==> config.mk <==
export PLATFORM = sky130hd
export DESIGN_NAME = ptau_ctrl
export DESIGN_NICKNAME = d
export VERILOG_FILES = /design/src/particle_table_aging_update_assert.svh /design/src/ptau_pkg.sv /design/src/ptau_ctrl.sv
export SDC_FILE = /design/constraint.sdc
export NUM_CORES = 1
export LEC_CHECK = 0
export ABC_AREA = 1
export BUFFER_PORTS_ARGS = -buffer_cell sky130_fd_sc_hd__buf_2
export CAP_MARGIN = 20
export CORE_AREA = 5 5 42 44
export DETAILED_ROUTE_END_ITERATION = 6
export DIE_AREA = 0 0 47 49
export GPL_TIMING_DRIVEN = 0
export MAX_ROUTING_LAYER = met4
export PLACE_DENSITY_LB_ADDON = 0.05
export SYNTH_ARGS = -nofsm -noshare
export SYNTH_HDL_FRONTEND = slang
export SYNTH_SLANG_ARGS = --single-unit
==> constraint.sdc <==
create_clock -name clk -period 3.9 [get_ports clk]
set_clock_uncertainty 0.15 [all_clocks]
set_input_delay 0.78 -clock clk [delete_from_list [all_inputs] [get_ports clk]]
set_output_delay 0.78 -clock clk [all_outputs]
set_load 0.01 [all_outputs]
==> src/particle_table_aging_update_assert.svh <==
// Assertion macros for the particle table block.
// Each macro takes a label, an antecedent and a consequent; clk and rst_n
// must be visible at the point of use.
`ifndef PARTICLE_TABLE_AGING_UPDATE_ASSERT_SVH
`define PARTICLE_TABLE_AGING_UPDATE_ASSERT_SVH

// Same-cycle implication.
`define PTAU_ASSERT_NOW(label, ante, cons) \
  label: assert property (@(posedge clk) disable iff (!rst_n) (ante) |-> (cons)) \
    else $error("particle table check failed");

// Next-cycle implication.
`define PTAU_ASSERT_NEXT(label, ante, cons) \
  label: assert property (@(posedge clk) disable iff (!rst_n) (ante) |=> (cons)) \
    else $error("particle table check failed");

`endif

==> src/ptau_pkg.sv <==
// ----------------------------------------------------------------------------
// ptau_pkg
// Types, register codes and helpers shared by the particle table modules.
// ----------------------------------------------------------------------------
`default_nettype none

package ptau_pkg;

  localparam int DEF_CAPACITY = 64;

  // Register indexes on the configuration port
  localparam logic [2:0] CFG_MAX_AGE  = 3'd0;
  localparam logic [2:0] CFG_DAMPING  = 3'd1;
  localparam logic [2:0] CFG_CLAMP_EN = 3'd2;
  localparam logic [2:0] CFG_X_LOWER  = 3'd3;
  localparam logic [2:0] CFG_X_UPPER  = 3'd4;
  localparam logic [2:0] CFG_Y_LOWER  = 3'd5;
  localparam logic [2:0] CFG_Y_UPPER  = 3'd6;

  localparam logic [23:0] RST_MAX_AGE  = 24'd32768;
  localparam logic [15:0] RST_DAMPING  = 16'd640;
  localparam logic        RST_CLAMP_EN = 1'b1;
  localparam logic [31:0] RST_X_LOWER  = 32'hFFFB_0000;
  localparam logic [31:0] RST_X_UPPER  = 32'h000A_0000;
  localparam logic [31:0] RST_Y_LOWER  = 32'hFFFB_0000;
  localparam logic [31:0] RST_Y_UPPER  = 32'h0005_0000;

  localparam logic        KIND_PUSH  = 1'b0;
  localparam logic [23:0] AGE_SAT    = 24'hFF_FFFF;
  localparam logic [7:0]  ALPHA_FULL = 8'hFF;

  // Multiplier lanes: three velocity damps, then three position moves
  localparam logic [2:0] LANE_VX = 3'd0;
  localparam logic [2:0] LANE_VY = 3'd1;
  localparam logic [2:0] LANE_VZ = 3'd2;
  localparam logic [2:0] LANE_PX = 3'd3;
  localparam logic [2:0] LANE_PY = 3'd4;
  localparam logic [2:0] LANE_PZ = 3'd5;

  typedef struct packed {
    logic        [23:0] max_age;
    logic        [15:0] damping;
    logic               clamp_en;
    logic signed [31:0] x_lo;
    logic signed [31:0] x_hi;
    logic signed [31:0] y_lo;
    logic signed [31:0] y_hi;
  } cfg_t;

  typedef struct packed {
    logic signed [31:0] x;
    logic signed [31:0] y;
    logic signed [31:0] z;
    logic signed [31:0] vx;
    logic signed [31:0] vy;
    logic signed [31:0] vz;
    logic        [23:0] age;
    logic        [31:0] color;
  } entry_t;

  typedef struct packed {
    logic       push;
    logic       tick_init;
    logic       rd_src;
    logic       load;
    logic       mul_issue;
    logic [2:0] mul_lane;
    logic       clamp_age;
    logic       retire;
    logic       div_start;
    logic       div_step;
    logic       write_back;
    logic       emit_init;
    logic       emit_rd;
    logic       emit_none;
  } cmd_t;

  typedef struct packed {
    logic walk_done;
    logic count_zero;
    logic expired;
    logic div_last;
    logic emit_done;
  } stat_t;

  function automatic logic signed [31:0] sat32(input logic signed [49:0] v);
    logic signed [31:0] r;
    if (v > 50'sh0_0000_7FFF_FFFF) begin
      r = 32'sh7FFF_FFFF;
    end else if (v < -50'sh0_0000_8000_0000) begin
      r = 32'sh8000_0000;
    end else begin
      r = v[31:0];
    end
    return r;
  endfunction

  function automatic logic signed [31:0] clamp32(input logic signed [31:0] v,
                                                 input logic signed [31:0] lo,
                                                 input logic signed [31:0] hi);
    logic signed [31:0] t;
    t = (v < lo) ? lo : v;
    t = (t > hi) ? hi : t;
    return t;
  endfunction

endpackage

`default_nettype wire

==> src/ptau_ctrl.sv <==
// ----------------------------------------------------------------------------
// ptau_ctrl
// Sequencer: walks each entry through load, multiply, clamp, then divide and
// write-back, or retire if expired, then streams the survivors out.
// ----------------------------------------------------------------------------
`default_nettype none

module ptau_ctrl (
  input  wire logic         clk,
  input  wire logic         rst_n,
  input  wire logic         start,
  input  wire logic         in_kind,
  input  ptau_pkg::stat_t   stat,
  output ptau_pkg::cmd_t    cmd,
  output logic              busy
);
  import ptau_pkg::*;

  localparam logic [3:0] S_IDLE  = 4'd0;
  localparam logic [3:0] S_WALK  = 4'd1;
  localparam logic [3:0] S_LOAD  = 4'd2;
  localparam logic [3:0] S_MUL   = 4'd3;
  localparam logic [3:0] S_APPLY = 4'd4;
  localparam logic [3:0] S_CLAMP = 4'd5;
  localparam logic [3:0] S_EVAL  = 4'd6;
  localparam logic [3:0] S_DIV   = 4'd7;
  localparam logic [3:0] S_WB    = 4'd8;
  localparam logic [3:0] S_EMIT  = 4'd9;
  localparam logic [3:0] S_DRAIN = 4'd10;

  logic [3:0] state_r, state_nxt;
  logic [2:0] lane_r, lane_nxt;

  always_ff @(posedge clk) begin
    if (!rst_n) begin
      state_r <= S_IDLE;
      lane_r  <= LANE_VX;
    end else begin
      state_r <= state_nxt;
      lane_r  <= lane_nxt;
    end
  end

  always_comb begin
    cmd       = '0;
    state_nxt = state_r;
    lane_nxt  = lane_r;
    unique case (state_r)
      S_IDLE: begin
        if (start) begin
          if (in_kind == KIND_PUSH) begin
            cmd.push = 1'b1;
          end else begin
            cmd.tick_init = 1'b1;
            state_nxt     = S_WALK;
          end
        end
      end
      S_WALK: begin
        if (stat.walk_done) begin
          if (stat.count_zero) begin
            cmd.emit_none = 1'b1;
            state_nxt     = S_IDLE;
          end else begin
            cmd.emit_init = 1'b1;
            state_nxt     = S_EMIT;
          end
        end else begin
          cmd.rd_src = 1'b1;
          state_nxt  = S_LOAD;
        end
      end
      S_LOAD: begin
        cmd.load  = 1'b1;
        lane_nxt  = LANE_VX;
        state_nxt = S_MUL;
      end
      S_MUL: begin
        cmd.mul_issue = 1'b1;
        cmd.mul_lane  = lane_r;
        if (lane_r == LANE_PZ) begin
          state_nxt = S_APPLY;
        end else begin
          lane_nxt = lane_r + 3'd1;
        end
      end
      S_APPLY: state_nxt = S_CLAMP;  // last product lands this cycle
      S_CLAMP: begin
        cmd.clamp_age = 1'b1;
        state_nxt     = S_EVAL;
      end
      S_EVAL: begin
        if (stat.expired) begin
          cmd.retire = 1'b1;
          state_nxt  = S_WALK;
        end else begin
          cmd.div_start = 1'b1;
          state_nxt     = S_DIV;
        end
      end
      S_DIV: begin
        cmd.div_step = 1'b1;
        if (stat.div_last) state_nxt = S_WB;
      end
      S_WB: begin
        cmd.write_back = 1'b1;
        state_nxt      = S_WALK;
      end
      S_EMIT: begin
        if (stat.emit_done) begin
          state_nxt = S_DRAIN;
        end else begin
          cmd.emit_rd = 1'b1;
        end
      end
      S_DRAIN: state_nxt = S_IDLE;
      default: state_nxt = S_IDLE;
    endcase
  end

  assign busy = (state_r != S_IDLE);

endmodule

`default_nettype wire

==> impl_metrics.py <==
metrics = {
    "clock_tree": {
        "cts.sinks": 7,
        "cts_tree": "done",
        "clkLatencyLatePin_ns": 0.24,
        "clock_tree.buffer_depth": 2,
        "post_cts_buffers": 0,
        "ctsHoldBuffers": 0,
        "cts.htree.levels": 1,
        "clk_pin_slew_ns": 0.05,
        "cts_inserted_buffers": 3,
        "cts_root_buf": "clkbuf_4",
        "ctsResizeCount": 0,
    },
    "drt": {
        "drtIter0Drc": 11,
        "drt_pre_antenna_iters": 4,
        "totalWireLength_um": 1380,
        "wl_per_cell_um": 9.55,
        "vias_per_cell": 4.51,
        "vias": 649,
        "antenna_left": 0,
        "drc": 0,
    },
    "critical_path": {
        "max_stage_delay_ns": 0.38,
        "worst_ep_required_time_ns": 2.97,
        "path_max_fanout": 7,
        "arrival_ns": 1.32,
        "endpoint_kind": "output port",
        "path_class": "reg -> out",
        "slowest_stage": "dfxtp_1",
        "critPathLaunchType": "flop",
        "path_cells": "nor2_4, nand2_1, nor3b_1, buf_2",
    },
    "floorplanning": {
        "rows": 14,
        "coreArea_mm2": 0.00140,
        "start_util_pct": 44.9,
        "die_h_um": 49,
        "ios": 26,
        "die_area_mm2": 0.00230,
        "die_w_um": 47,
    },
    "synthesis": {
        "synth.area.top_cells": "dfxtp_1 22%, nand2_1 12%, nor2_4 11%, nor2_1 10%, inv_1 8.3%",
        "synth-edff-count": 0,
        "syn-cell-area_um2": 629,
        "synth_async_sr_flop_share_pct": 0,
        "postSynthCellCount": 99,
        "ys_ff_latch": 7,
        "synth_cell_type_count": 21,
        "synth.yosys.warnings": 0,
        "syn_avg_cell_area_um2": 6.36,
        "ys_seq_area_share_pct": 22.3,
        "ys.flop_type": "dfxtp_1",
        "yosys.area.top_type": "dfxtp_1",
        "syn_nets": 110,
        "synth_top_area_share_pct": 22.3,
    },
    "placement": {
        "pre_cts_ws_ns": 1.69,
        "gp_congestion": 0.760,
        "placedCellCount": 140,
        "io_buffers": 25,
        "dpl.hpwl_um": 1180,
    },
    "pwr": {
        "irDropWorstVdd_mv": 0.293,
        "pwr_density_cell_mw_per_mm2": 555,
        "seqPwrFrac_pct": 28.7,
        "swShare_pct": 49.4,
        "cellInternalPower_mw": 0.225,
        "p_clk_share_pct": 14.0,
        "leakagePower_nw": 0.490,
        "combPwrFrac_pct": 57.3,
        "p_sw_mw": 0.220,
    },
    "timing": {
        "setup_slack_ns": 1.65,
        "post-route-period-util_pct": 57.7,
        "tightest_slew_ns": 0.325,
        "period_minus_slack_ns": 2.25,
        "slew_headroom_pct": 78.3,
        "finalSetupViolCount": 0,
        "hold_viol": 0,
        "grt_setup_unrepaired": "no",
        "fin_setup_tns_ns": 0,
        "holdWs_ns": 0.376,
        "finalMaxSlewViolations": 0,
        "max_freq_ghz": 0.445,
    },
    "finish": {
        "insertedDiodeCount": 0,
        "nets": 140,
        "fin_util_pct": 57.1,
        "layout-drive-gt1-share_pct": 40.6,
        "n_fill_cell": 148,
        "area_delta_synth_final_pct": 27.2,
        "final_cell_count_no_fill": 144,
    },
    "global_route": {
        "antenna_found_initial": 0,
        "grt_overflow": 0,
        "grtUsageTotal_pct": 13.4,
        "grt_pass1_wl_um": 2350,
        "first_global_vias": 579,
        "grt_start_max_net_pins": 8,
    },
    "run_status": {
        "status": "completed",
    },
    "worst_hold_path": {
        "hold_path.class": "reg -> reg",
    },
    "flow_run": {
        "drv_cap": 0,
    },
}
[synthesized netlist by cell type (all sizes together) (2+ instances only)]
library cell and number:
nor2 25, dfxtp 7, o21ai 3, inv 18
nand2 26, ha 2, clkinv 2, nand3 9
a21oi 2
[worst paths after layout]
kind                                              start                 endpoint  slack (ns)  depth (start not counted)
worst min-delay path             lane_r[1]$_SDFFE_PN0P_   lane_r[1]$_SDFFE_PN0P_        0.38                          1
worst max register to register  state_r[3]$_SDFFE_PN0P_  state_r[2]$_SDFFE_PN0P_        2.47                          7
worst max-delay path            state_r[3]$_SDFFE_PN0P_                  cmd[15]        1.65                          4
worst min register to register   lane_r[1]$_SDFFE_PN0P_   lane_r[1]$_SDFFE_PN0P_        0.38                          1
[cells in the final DEF, fill, tap and decap left out, types with 3 or more instances in the layout]
cell type / instances
nand3_2: 5
nand2_1: 20
inv_2: 4
nor2_4: 6
nor2_1: 17
nand2_2: 6
dfxtp_1: 7
buf_2: 25
nand3_1: 4
clkbuf_4: 3
inv_1: 14
[layer usage]
metal,track usage [%],part of all wire [%]
met1,17.2,47
met2,20.6,46
met3,1.48,7.1
met4,5.53,0
met5,-,0
[logic make-up after synthesis]
kind of cell / Yosys count / share of synthesized area, %
DFF: 7 / 22.3
and+or+nand+nor: 63 / 54.9
adders and majority gates: 2 / 3.98
buffers and inverters: 20 / 12.1
AOI/OAI and AO/OA: 7 / 6.76
[critical path, delay by kind of cell (launching register included)]
kind	cells	cell delay, ns
simple gates	3	0.54
flops	1	0.38
buf+inv	1	0.16
[registers in the layout (all words and copies together), names as in the netlist]
register,count
state_r,4
lane_r,3
[power groups by stage]
stage          registers [mW]  logic, mW  clock network, mW
2_1_floorplan           0.123      0.198                  0
3_3_place_gp            0.129      0.253                  0
3_5_place_dp            0.130      0.256                  0
4_1_cts                 0.128      0.257             0.0659
5_1_grt                 0.130      0.294             0.0695
6_report                0.128      0.255             0.0623
[cell type report]
class	instances	area (um^2)	area share, %
well taps	16	20.0	2.50
flip-flops and latches	7	140	17.5
clock buffers	4	26.3	3.28
multi-input cells	72	413	51.6
inverters	20	76.3	9.53
repair buffers	25	125	15.6
[per-stage QoR]
stage,power [mW],area [um^2]
after global routing,0.494,801
after detailed placement,0.386,774
after global placement,0.381,774
final,0.445,801
after CTS,0.451,801
after floorplan,0.321,629
(Power assumes the default switching activity.)
