File: config.mk
export PLATFORM = sky130hd
export DESIGN_NAME = ptau_cfg
export DESIGN_NICKNAME = d
export VERILOG_FILES = /design/src/particle_table_aging_update_assert.svh /design/src/ptau_pkg.sv /design/src/ptau_cfg.sv
export SDC_FILE = /design/constraint.sdc
export NUM_CORES = 1
export LEC_CHECK = 0
export BUFFER_PORTS_ARGS = -buffer_cell sky130_fd_sc_hd__buf_2
export CORE_UTILIZATION = 40
export CTS_CLUSTER_SIZE = 30
export DETAILED_ROUTE_END_ITERATION = 6
export GPL_TIMING_DRIVEN = 1
export PLACE_DENSITY = 0.72
export SETUP_SLACK_MARGIN = 0.02
export SYNTH_ARGS = -nofsm -noshare
export SYNTH_HDL_FRONTEND = slang
export SYNTH_SLANG_ARGS = --single-unit
File: constraint.sdc
create_clock -name clk -period 3.2 [get_ports clk]
set_clock_uncertainty 0.2 [all_clocks]
set_input_delay 0.32 -clock clk [delete_from_list [all_inputs] [get_ports clk]]
set_output_delay 0.32 -clock clk [all_outputs]
set_load 0.02 [all_outputs]
File: src/particle_table_aging_update_assert.svh
// Assertion macros for the particle table block.
// Each macro takes a label, an antecedent and a consequent; clk and rst_n
// must be visible at the point of use.
`ifndef PARTICLE_TABLE_AGING_UPDATE_ASSERT_SVH
`define PARTICLE_TABLE_AGING_UPDATE_ASSERT_SVH

// Same-cycle implication.
`define PTAU_ASSERT_NOW(label, ante, cons) \
  label: assert property (@(posedge clk) disable iff (!rst_n) (ante) |-> (cons)) \
    else $error("particle table check failed");

// Next-cycle implication.
`define PTAU_ASSERT_NEXT(label, ante, cons) \
  label: assert property (@(posedge clk) disable iff (!rst_n) (ante) |=> (cons)) \
    else $error("particle table check failed");

`endif

File: src/ptau_pkg.sv
// ----------------------------------------------------------------------------
// ptau_pkg
// Types, register codes and helpers shared by the particle table modules.
// ----------------------------------------------------------------------------
`default_nettype none

package ptau_pkg;

  localparam int DEF_CAPACITY = 64;

  // Register indexes on the configuration port
  localparam logic [2:0] CFG_MAX_AGE  = 3'd0;
  localparam logic [2:0] CFG_DAMPING  = 3'd1;
  localparam logic [2:0] CFG_CLAMP_EN = 3'd2;
  localparam logic [2:0] CFG_X_LOWER  = 3'd3;
  localparam logic [2:0] CFG_X_UPPER  = 3'd4;
  localparam logic [2:0] CFG_Y_LOWER  = 3'd5;
  localparam logic [2:0] CFG_Y_UPPER  = 3'd6;

  localparam logic [23:0] RST_MAX_AGE  = 24'd32768;
  localparam logic [15:0] RST_DAMPING  = 16'd640;
  localparam logic        RST_CLAMP_EN = 1'b1;
  localparam logic [31:0] RST_X_LOWER  = 32'hFFFB_0000;
  localparam logic [31:0] RST_X_UPPER  = 32'h000A_0000;
  localparam logic [31:0] RST_Y_LOWER  = 32'hFFFB_0000;
  localparam logic [31:0] RST_Y_UPPER  = 32'h0005_0000;

  localparam logic        KIND_PUSH  = 1'b0;
  localparam logic [23:0] AGE_SAT    = 24'hFF_FFFF;
  localparam logic [7:0]  ALPHA_FULL = 8'hFF;

  // Multiplier lanes: three velocity damps, then three position moves
  localparam logic [2:0] LANE_VX = 3'd0;
  localparam logic [2:0] LANE_VY = 3'd1;
  localparam logic [2:0] LANE_VZ = 3'd2;
  localparam logic [2:0] LANE_PX = 3'd3;
  localparam logic [2:0] LANE_PY = 3'd4;
  localparam logic [2:0] LANE_PZ = 3'd5;

  typedef struct packed {
    logic        [23:0] max_age;
    logic        [15:0] damping;
    logic               clamp_en;
    logic signed [31:0] x_lo;
    logic signed [31:0] x_hi;
    logic signed [31:0] y_lo;
    logic signed [31:0] y_hi;
  } cfg_t;

  typedef struct packed {
    logic signed [31:0] x;
    logic signed [31:0] y;
    logic signed [31:0] z;
    logic signed [31:0] vx;
    logic signed [31:0] vy;
    logic signed [31:0] vz;
    logic        [23:0] age;
    logic        [31:0] color;
  } entry_t;

  typedef struct packed {
    logic       push;
    logic       tick_init;
    logic       rd_src;
    logic       load;
    logic       mul_issue;
    logic [2:0] mul_lane;
    logic       clamp_age;
    logic       retire;
    logic       div_start;
    logic       div_step;
    logic       write_back;
    logic       emit_init;
    logic       emit_rd;
    logic       emit_none;
  } cmd_t;

  typedef struct packed {
    logic walk_done;
    logic count_zero;
    logic expired;
    logic div_last;
    logic emit_done;
  } stat_t;

  function automatic logic signed [31:0] sat32(input logic signed [49:0] v);
    logic signed [31:0] r;
    if (v > 50'sh0_0000_7FFF_FFFF) begin
      r = 32'sh7FFF_FFFF;
    end else if (v < -50'sh0_0000_8000_0000) begin
      r = 32'sh8000_0000;
    end else begin
      r = v[31:0];
    end
    return r;
  endfunction

  function automatic logic signed [31:0] clamp32(input logic signed [31:0] v,
                                                 input logic signed [31:0] lo,
                                                 input logic signed [31:0] hi);
    logic signed [31:0] t;
    t = (v < lo) ? lo : v;
    t = (t > hi) ? hi : t;
    return t;
  endfunction

endpackage

`default_nettype wire

File: src/ptau_cfg.sv
// ----------------------------------------------------------------------------
// ptau_cfg
// Configuration registers written through the plain write port.
// ----------------------------------------------------------------------------
`default_nettype none

module ptau_cfg (
  input  wire logic           clk,
  input  wire logic           rst_n,
  input  wire logic           cfg_wr_en,
  input  wire logic [2:0]     cfg_index,
  input  wire logic [31:0]    cfg_data,
  output ptau_pkg::cfg_t      cfg
);
  import ptau_pkg::*;

  cfg_t cfg_r;

  always_ff @(posedge clk) begin
    if (!rst_n) begin
      cfg_r.max_age  <= RST_MAX_AGE;
      cfg_r.damping  <= RST_DAMPING;
      cfg_r.clamp_en <= RST_CLAMP_EN;
      cfg_r.x_lo     <= RST_X_LOWER;
      cfg_r.x_hi     <= RST_X_UPPER;
      cfg_r.y_lo     <= RST_Y_LOWER;
      cfg_r.y_hi     <= RST_Y_UPPER;
    end else if (cfg_wr_en) begin
      unique case (cfg_index)
        CFG_MAX_AGE:  cfg_r.max_age  <= cfg_data[23:0];
        CFG_DAMPING:  cfg_r.damping  <= cfg_data[15:0];
        CFG_CLAMP_EN: cfg_r.clamp_en <= cfg_data[0];
        CFG_X_LOWER:  cfg_r.x_lo     <= cfg_data;
        CFG_X_UPPER:  cfg_r.x_hi     <= cfg_data;
        CFG_Y_LOWER:  cfg_r.y_lo     <= cfg_data;
        CFG_Y_UPPER:  cfg_r.y_hi     <= cfg_data;
        default: ;  // drop writes beyond the register list
      endcase
    end
  end

  assign cfg = cfg_r;

endmodule

`default_nettype wire

==> results of run 1 <==
[layout by cell type (no fill, tap or decap)]
| cell type | count |
|---|---|
| and4b_1 | 2 |
| and4bb_1 | 2 |
| buf_12 | 1 |
| buf_2 | 205 |
| buf_4 | 7 |
| buf_6 | 1 |
| clkbuf_16 | 17 |
| clkbuf_8 | 2 |
| clkinv_2 | 4 |
| clkinv_4 | 7 |
| clkinvlp_4 | 1 |
| dfxtp_1 | 169 |
| dlygate4sd3_1 | 19 |
| inv_6 | 1 |
| mux2i_1 | 169 |
| nand2_1 | 163 |
| nand4b_4 | 3 |
| nand4bb_2 | 1 |
| nor2b_1 | 58 |
| nor4b_4 | 1 |
| nor4bb_1 | 1 |
[final timing paths]
kind	startpoint	endpoint	slack (ns)	cells after the start
max	cfg_index[1]	cfg[75]$_SDFFE_PN0P_	1.46	3
min	cfg_data[0]	cfg[128]$_SDFFE_PN1P_	0.02	3
max reg2reg	cfg[55]$_SDFFE_PN1P_	cfg[55]$_SDFFE_PN1P_	2.32	2
min reg2reg	cfg[42]$_SDFFE_PN0P_	cfg[42]$_SDFFE_PN0P_	0.25	2
[worst min-delay path: stages]
cell and delay (ns):
buf_2 0.09, nor2b_1 0.04, mux2i_1 0.13
[cells by family (layout without fill, tap and decap cells)]
| family | after synthesis | in the layout |
|---|---|---|
| mux | 169 | 169 |
| simple gates | 231 | 231 |
| buf+inv | 47 | 265 |
| flops | 169 | 169 |
[cell type report]
cell class | count | area share (%)
Clock inverter | 13 | 1.17
Timing Repair Buffer | 233 | 15.6
Tap cell | 216 | 3.24
Multi-Input combinational cell | 400 | 34.0
Sequential cell | 169 | 40.6
Clock buffer | 19 | 5.43
[through the flow]
stage,hold WS [ns],area [um2],setup WS [ns],cells,power [W]
6_report,0.0151,8340,1.46,1050,0.00443
5_1_grt,0.0214,8340,1.29,1050,0.00459
4_1_cts,0.00534,8340,1.39,1050,0.00448
3_5_place_dp,0.244,7600,0.958,999,0.00256
3_3_place_gp,0.239,7600,1.04,999,0.00256
2_1_floorplan,0.282,6540,1.71,616,0.00245
[layer usage]
layer | up-vias | part of all wire [%] | routed length (um) | GRT usage (%)
li1 | 2451 | - | - | -
met1 | 2263 | 46 | 7270 | 23.3
met2 | 132 | 47 | 7430 | 31.4
met3 | 25 | 5.7 | 911 | 6.19
met4 | 2 | 1.7 | 267 | 7.25
met5 | - | 0.11 | 17 | 0
[power breakdown]
group | switching (W) | leakage (nW) | internal (W)
registers | 0.0000226 | 1.37 | 0.00215
clock network | 0.000860 | 0.273 | 0.00104
logic | 0.000219 | 2.48 | 0.000138
total | 0.00110 | 4.12 | 0.00333
==> metrics, run 1 <==
RD Place Congestion=0.769; period utilisation layout=between 50% and 60%; Largest delay share family, worst path=simple AND/OR/NAND/NOR gates; n_diodes=0; Synth Area in Compound Gates=0%; Req. time, crit path=roughly 3.3 ns; Leak=around 4 nW; yosys warns=0; Mapped Avg Cell Area=10.6 um2; setup_tns=0 ns; CP max stage cell=nand4bb_2; number of I/O pins=just over 200; power density cells=531 nW/um2; CTS root buf=clkbuf_16; Post-CTS Resized=0; Post CTS Setup Buffer Count=0; Synth Cell Area=roughly 6500 um2; total wire length=15900 um; FF+latch count, synth=around 170; Post-Synth Simple-Gate Area=17.4%; max_cap viols=0; max reg flops=approximately 170; Slew Limit Headroom=33.4%; Die Span Y=around 130 um; row cnt=46; CTS buffer count=17; First DRT Iteration DRCs=~180; Pre-Repair DR Iteration Count=4; multi-input combinational cell area=2830 um2; status=finished clean; Max clock buf depth=2; RSZ-0062 raised after global routing=no; Max Freq=roughly 570 MHz; Primary FF master, synth=dfxtp_1; Async SR Flop Fraction=0%; layout cell share with drive strength beyond 1=30.1%; total clock sinks=169; crit path kind=in -> reg; number of flops mapped to enable cells by yosys=0; largest net degree at the start of global routing=72; Initial Util=about two fifths; Synth top cells by count=dfxtp_1, mux2i_1, nand2_1, nor2b_1, clkbuf_1; die width=130 um; clk_lat worst skew=between 0.4 and 0.5 ns; Total Die Area=16900 um2; Startpoint Class=primary input; area of the core=between 15000 and 20000 um2; mux share of post-synthesis cell area=about a quarter; vias in the first global route=about 4600; initial antenna violation count=1; gr ovfl total=0; XOR/XNOR Fraction of Synth Area=0%; Post-Synth Adder-Cell Area=0%; Bufs and invs on worst path=1; PortBufs=206; fin util=a little over half; Netlist cell types=16; post-DP HPWL=10600 um; H-tree depth=4; register area=around 3400 um2; total track usage=between 10% and 20%; Final Slew Violations=0; Final #Nets=around 860; share of Yosys cell area claimed by the top area cell type=between 50% and 60%; VDD IR max=roughly 0.33 mV; largest family of logic cells by synthesized area=multiplexers; fill count=between 1000 and 1500; crit path DAT=~1.9 ns; Routed WL per cell=around 15 um; area leader, netlist=dfxtp_1; Hold Path Class=in -> reg; CP max stage delay=0.93 ns; routed via count=4873; endpoints failing hold=0; worst-path maximum fanout=19; Crit. End Element=register; Area growth syn-to-layout=27.4%; hold_buf cts=19; post-route ant nets=0; DRC violations left=0; Seq/Total Area, Yosys=51.7%; global-route wire length before repair=~25000 um; crit path time final=1.74 ns; crit-path cells=buf_2, nand4bb_2, mux2i_1; Final Setup Violations=0; Reg clk slew, reported paths=about 0.060 ns; most area-consuming cells after synthesis=dfxtp_1, mux2i_1, nand2_1, nor2b_1, buf_6; CTS tree=yes; Mapped Nets=roughly 650; via/cell ratio=roughly 4.6; post-synthesis cell count=around 600; Worst-Margin Slew=between 0.9 and 1 ns
(Power assumes the default switching activity.)
==> inputs of run 2 (changes only) <==
ABC_AREA = 1   (was default)
PLACE_DENSITY = 0.75   (was 0.72)
clock period = 1.6 ns   (was 3.2 ns; I/O delays follow)
==> run 2 against run 1 <==
Effect of this change: non-clock buffer count rose by 21; critical endpoint is now cfg[5]$_SDFFE_PN0P_; global-route usage rose by 4.8 points; highest routed layer is now met4; the flow now finishes with violations (design-rule violations); core utilization rose by 2.8 points; first-iteration DRC count rose to 3.1 times the previous value; synthesized cell count rose by 51%; design area rose by 5.1%; register-to-register slack got worse by 1.5 ns.
==> metrics, run 2 <==
status=complete, but fails checks (was finished clean); failing checks=design-rule violations; Max clock buf depth=2 (unchanged); Combinational Power Share=11.8% (was 8.1%); CTS root buf=clkbuf_16 (unchanged); area leader, netlist=dfxtp_1 (unchanged); Power Internal=0.00730 W (was 0.00333 W); most frequent cell after synthesis=nor2_1; routed via count=6692 (was 4873); Routed WL per cell=14.9 um (was 15.1 um); layout cell share with drive strength beyond 1=23.9% (was 30.1%); max reg flops=169 (unchanged); CTS buffer count=17 (unchanged); most used cell, CP=nor2_1; most frequent cells in the layout=nor2_1, nand2_1, buf_2 (was buf_2, mux2i_1, dfxtp_1); power density cells=1120 nW/um2 (was 531 nW/um2); register area=3380 um2 (unchanged); setup_tns=0 ns (unchanged); number of I/O pins=207 (unchanged); sequential share of power=45.2% (was 49.1%); worst reg2reg path startpoint=cfg[128]$_SDFFE_PN1P_ (was cfg[55]$_SDFFE_PN1P_); most area-consuming cells after synthesis=dfxtp_1, nor2_1, nand3_1, nand2_1, buf_2 (was dfxtp_1, mux2i_1, nand2_1, nor2b_1, buf_6); Max Freq=roughly 650 MHz; Hold Path Sink=cfg[103]$_SDFFE_PN0P_ (was cfg[128]$_SDFFE_PN1P_); Initial Util=41.0% (about the same); Final Setup Violations=0 (unchanged); commonest non-fill, non-tap cell in the layout=nor2_1 (was buf_2); Pre-Repair DR Iteration Count=7 (was 4); crit-path cells=dlygate4sd3_1, buf_2, nand2_1, buf_4, nor2_4, clkbuf_16, nor2_1, nor2_1 (was buf_2, nand4bb_2, mux2i_1); fill count=1532 (was 1462); hold path depth=6 (was 3); Die Span Y=130 um (about the same); Async SR Flop Fraction=0% (unchanged); switching share of total power=25.6% (was 24.9%); CP max stage delay=0.54 ns (was 0.93 ns); row cnt=46 (unchanged); switching pwr=0.00251 W (was 0.00110 W); Worst-Margin Slew=0.449 ns (was 0.999 ns); Largest delay share family, worst path=buffers and inverters (was simple AND/OR/NAND/NOR gates); fin util=55.1% (was 52.3%); crit path DAT=1.70 ns (was 1.87 ns); Synth Cell Area=6520 um2 (was 6540 um2); Placement Cell Area=7890 um2 (was 7600 um2); area of the core=15900 um2 (about the same); crit path kind=in -> reg (unchanged); H-tree depth=4 (unchanged); initial antenna violation count=0 (was 1); Area growth syn-to-layout=34.4% (was 27.4%); worst-path maximum fanout=15 (was 19); reg2reg end=cfg[128]$_SDFFE_PN1P_ (was cfg[55]$_SDFFE_PN1P_); RD Place Congestion=0.846 (was 0.769); First DRT Iteration DRCs=558 (was 178); Post-Layout Cell Count=1369 (was 1050); dpl cells=1313 (was 999); gr ovfl total=0 (unchanged); Seq/Total Area, Yosys=51.9% (was 51.7%); multi-input combinational cell area=2730 um2 (was 2830 um2); min-delay src=cfg_wr_en (was cfg_data[0]); largest net degree at the start of global routing=84 (was 72); via/cell ratio=4.89 (was 4.64); R2R setup slack=0.77 ns (was 2.32 ns); Reg clk slew, reported paths=0.06 ns (about the same); VDD IR max=0.705 mV (was 0.331 mV); Post CTS Setup Buffer Count=0 (unchanged); post-route ant nets=0 (unchanged); cell area after layout=8760 um2 (was 8340 um2); vias in the first global route=5860 (was 4563); Req. time, crit path=1.76 ns (was 3.33 ns); global-route wire length before repair=30600 um (was 24500 um); period utilisation layout=roughly 96%; total track usage=24.0% (was 19.1%); CP max stage cell=dlygate4sd3_1 (was nand4bb_2); endpoints failing hold=0 (unchanged); Mapped Nets=967 (was 654); die width=130 um (about the same); Final #Nets=1178 (was 859); Final Slew Violations=0 (unchanged); PortBufs=206 (unchanged); max_cap viols=0 (unchanged); CTS tree=yes (unchanged); Bufs and invs on worst path=4 (was 1); Synth top cells by count=nor2_1, nand2_1, nand3_1, dfxtp_1, buf_2 (was dfxtp_1, mux2i_1, nand2_1, nor2b_1, clkbuf_1); Hold Path Class=in -> reg (unchanged); Crit. End Element=register (unchanged); DRC violations left=2 (was 0); post-synthesis cell count=929 (was 616); Clk pwr share=43.0% (was 42.9%); n_diodes=0 (unchanged); post-DP HPWL=13500 um (was 10600 um); yosys warns=0 (unchanged); Total Die Area=16800 um2 (was 16900 um2); Startpoint Class=primary input (unchanged); total wire length=20300 um (was 15900 um); crit path time final=1.54 ns; Slew Limit Headroom=70.0% (was 33.4%); Total Power=0.00981 W (was 0.00443 W); share of Yosys cell area claimed by the top area cell type=51.9% (was 51.7%); Netlist cell types=12 (was 16); Mapped Avg Cell Area=7.01 um2 (was 10.6 um2); total clock sinks=169 (unchanged); Primary FF master, synth=dfxtp_1 (unchanged); clk_lat worst skew=0.41 ns (was 0.42 ns); FF+latch count, synth=169 (unchanged); r2r worst-path depth=2 (unchanged); Leak=4.31 nW (was 4.12 nW); number of flops mapped to enable cells by yosys=0 (unchanged)
## run 2: kinds of logic after synthesis
logic type	after synthesis	synth area share, %
AO/OA/AOI/OAI	1	0.0767
buffers and inverters	100	6.59
flip-flops	169	51.9
AND/OR/NAND/NOR	659	41.4
## run 2: metal layers
layer	up-vias	routed length, um	GRT usage [%]
met4	0	555	10.9
met2	303	9720	40.0
met3	37	1820	7.14
li1	3313	-	-
met5	-	0	0
met1	3039	8250	28.3
## run 2: what timing repair did
action	4_1_cts	5_1_grt
resized for setup	0	3
hold buffers	23	0
hold endpoints to repair	85	0
setup endpoints to repair	0	31
## run 2: layout make-up
type	count	area share [%]
inverters	38	1.66
clock buffers	22	5.30
flip-flops and latches	169	38.6
multi-input cells	660	31.2
clock inverters	10	1.61
repair buffers	254	18.5
well taps	216	3.09
## run 2: worst max-delay path by stage
stage               depth (start not counted)                     to          from  slack [ns]
floorplan                                   7  cfg[129]$_SDFFE_PN0P_     cfg_wr_en        0.42
global placement                            7   cfg[39]$_SDFFE_PN0P_  cfg_index[0]        0.23
detailed placement                          7   cfg[17]$_SDFFE_PN0P_  cfg_index[2]        0.21
CTS                                         8   cfg[17]$_SDFFE_PN0P_  cfg_index[2]        0.08
global route                                8   cfg[76]$_SDFFE_PN0P_  cfg_index[2]      -0.009
finish                                      8    cfg[5]$_SDFFE_PN0P_  cfg_index[2]        0.06
## run 2: worst min-delay path, stage by stage
cell	delay, ns
buf_2	0.13
inv_2	0.07
nor2_4	0.06
nand3_1	0.07
nand2_1	0.05
nor2_1	0.07
## run 2: power groups by stage
stage / Combinational (W) / Clock [W] / Sequential [W]
final: 0.00116 / 0.00422 / 0.00444
after global routing: 0.00127 / 0.00450 / 0.00445
after CTS: 0.00115 / 0.00429 / 0.00444
after detailed placement: 0.00110 / 0 / 0.00453
after global placement: 0.00109 / 0 / 0.00452
after floorplan: 0.000500 / 0 / 0.00470
## run 2: metrics by stage
step | hold WS [ns] | worst slack (ns)
3_5_place_dp | 0.194 | 0.207
6_report | 0.0341 | 0.0598
5_1_grt | 0.0352 | -0.00855
4_1_cts | 0.00227 | 0.0763
3_3_place_gp | 0.190 | 0.226
2_1_floorplan | 0.0732 | 0.417
==> inputs of run 3 (changes only) <==
PLACE_DENSITY = 0.72   (was 0.75)
clock period = 1.9 ns   (was 1.6 ns; I/O delays follow)
==> run 3 against run 2 <==
Effect of this change: the run now ends clean; sequential cell count is the same; global-route usage grew 0.16 points; clock power shrank 16%; design area shrank 1.9%; sequential share of layout area grew 0.74 points; cell count shrank 0.58%; total power shrank 16%; critical endpoint is now cfg[128]$_SDFFE_PN1P_; highest routed layer unchanged.
==> metrics, run 3 (synthesis results as in run 2) <==
crit path capture=cfg[128]$_SDFFE_PN1P_ (was cfg[5]$_SDFFE_PN0P_); Req. time, crit path=2.01 ns (was 1.76 ns); DRC violations left=0 (was 2); Slew Limit Headroom=62.7% (was 70.0%); Total Power=0.00822 W (was 0.00981 W); total clock sinks=169 (unchanged); commonest non-fill, non-tap cell in the layout=nor2_1 (unchanged); PortBufs=206 (unchanged); crit path time final=roughly 1.5 ns; vias in the first global route=5922 (was 5860); crit path DAT=1.59 ns (was 1.70 ns); Reg clk slew, reported paths=0.07 ns (was 0.06 ns); routed via count=6650 (was 6692); fill count=1577 (was 1532); final worst slack=0.428 ns (was 0.0598 ns); max_cap viols=0 (unchanged); period utilisation layout=between 70 and 80%; Final Slew Violations=0 (unchanged); global-route wire length before repair=30700 um (was 30600 um); Max clock buf depth=2 (unchanged); Startpoint Class=primary input (unchanged); Pre-Repair DR Iteration Count=6 (was 7); row cnt=46 (unchanged); largest net degree at the start of global routing=108 (was 84); total wire length=20200 um (was 20300 um); number of I/O pins=207 (unchanged); Placement Cell Area=7770 um2 (was 7890 um2); Crit. End Element=register (unchanged); Die Span Y=130 um (unchanged); max reg flops=169 (unchanged); CP max stage cell=dlygate4sd3_1 (unchanged); register area=3380 um2 (unchanged); post-route ant nets=0 (unchanged); Post CTS Setup Buffer Count=0 (unchanged); most frequent cells in the layout=nor2_1, nand2_1, buf_2 (unchanged); Worst-Margin Slew=0.558 ns (was 0.449 ns); H-tree depth=4 (unchanged); total track usage=24.1% (was 24.0%); Hold Path Class=in -> reg (unchanged); clk_lat worst skew=0.42 ns (was 0.41 ns); via/cell ratio=4.89 (about the same); DP Worst Slack=0.309 ns (was 0.207 ns); CTS root buf=clkbuf_16 (unchanged); layout cell share with drive strength beyond 1=23.6% (was 23.9%); endpoints failing hold=0 (unchanged); Post-CTS Resized=0 (unchanged); setup_tns=0 ns (unchanged); Final Setup Violations=0 (unchanged); VDD IR max=0.610 mV (was 0.705 mV); Max Freq=slightly below 700 MHz; area of the core=15900 um2 (unchanged); post-DP HPWL=13400 um (was 13500 um); Area growth syn-to-layout=31.9% (was 34.4%); multi-input combinational cell area=2730 um2 (about the same); Leak=4.25 nW (was 4.31 nW); Initial Util=41.0% (unchanged); worst reg2reg path startpoint=cfg[128]$_SDFFE_PN1P_ (unchanged); fin util=54.1% (was 55.1%); First DRT Iteration DRCs=530 (was 558); initial antenna violation count=0 (unchanged); CP max stage delay=0.57 ns (was 0.54 ns); worst-path maximum fanout=2 (was 15); RD Place Congestion=0.803 (was 0.846); Critical path origin=cfg_data[0] (was cfg_index[2]); RSZ-0062 raised after global routing=no; CTS tree=yes (unchanged); die width=130 um (unchanged); n_diodes=0 (unchanged); crit-path cells=dlygate4sd3_1, buf_2, nand3_1, nand3_1, dlygate4sd3_1 (was dlygate4sd3_1, buf_2, nand2_1, buf_4, nor2_4, clkbuf_16, nor2_1, nor2_1); status=finished clean (was complete, but fails checks); gr ovfl total=0 (unchanged); Final #Nets=1171 (was 1178); cell area after layout=8590 um2 (was 8760 um2); Routed WL per cell=14.9 um (about the same); Total Die Area=16800 um2 (unchanged); reg2reg end=cfg[128]$_SDFFE_PN1P_ (unchanged); power density cells=956 nW/um2 (was 1120 nW/um2); crit path kind=in -> reg (unchanged); CTS buffer count=17 (unchanged); r2r worst-path depth=3 (was 2); R2R setup slack=0.57 ns (was 0.77 ns)
==> run 3: cell count changes in the layout (fill, tap and decap cells not counted), moves of 2 or more <==
cell and change:
buf_12 -6, buf_4 +2, clkbuf_1 -2, clkbuf_8 +2
clkinv_4 +2
==> run 3: worst max-delay path: cells and delay by family <==
| kind | cells | cell delay, ns |
|---|---|---|
| buffers and inverters | 3 | 1.24 |
| AND/OR/NAND/NOR | 2 | 0.14 |
==> run 3: layout make-up <==
cell class	count	area share [%]
clock inverters	9	1.34
well taps	216	3.15
flip-flops and latches	169	39.4
repair buffers	247	17.1
multi-input cells	660	31.7
clock buffers	22	5.63
inverters	38	1.66
==> run 3: metal layers <==
metal / part of all wire (%) / global-route usage, % / vias up
li1: - / - / 3305
met3: 8.8 / 6.94 / 40
met1: 43 / 29.8 / 3019
met4: 3.0 / 11.6 / 0
met2: 46 / 38.7 / 286
met5: 0 / 0 / -
==> run 3: timing repair <==
action                     4_1_cts  5_1_grt
setup endpoints to repair        0        0
hold buffers                    22        0
hold endpoints to repair        71        0
==> run 3: metrics by stage <==
step	hold slack (ns)	std cells
floorplan	0.103	929
global placement	0.218	1308
detailed placement	0.222	1308
CTS	0.0210	1361
global route	0.0361	1361
finish	0.0395	1361
==> run 3: report_power, final <==
group | switching (W) | internal (W) | total [W]
Sequential | 0.0000667 | 0.00367 | 0.00374
Clock | 0.00146 | 0.00208 | 0.00353
Combinational | 0.000637 | 0.000310 | 0.000947
==> run 3: how the worst min path moves through the flow <==
stage | to | startpoint | slack, ns | depth (start not counted)
after floorplan | cfg[136]$_SDFFE_PN1P_ | cfg_data[7] | 0.10 | 2
after global placement | cfg[18]$_SDFFE_PN1P_ | cfg_data[18] | 0.22 | 3
after detailed placement | cfg[136]$_SDFFE_PN1P_ | cfg_data[7] | 0.22 | 3
after CTS | cfg[81]$_SDFFE_PN1P_ | rst_n | 0.02 | 3
after global routing | cfg[81]$_SDFFE_PN1P_ | rst_n | 0.04 | 3
final | cfg[57]$_SDFFE_PN1P_ | rst_n | 0.04 | 3
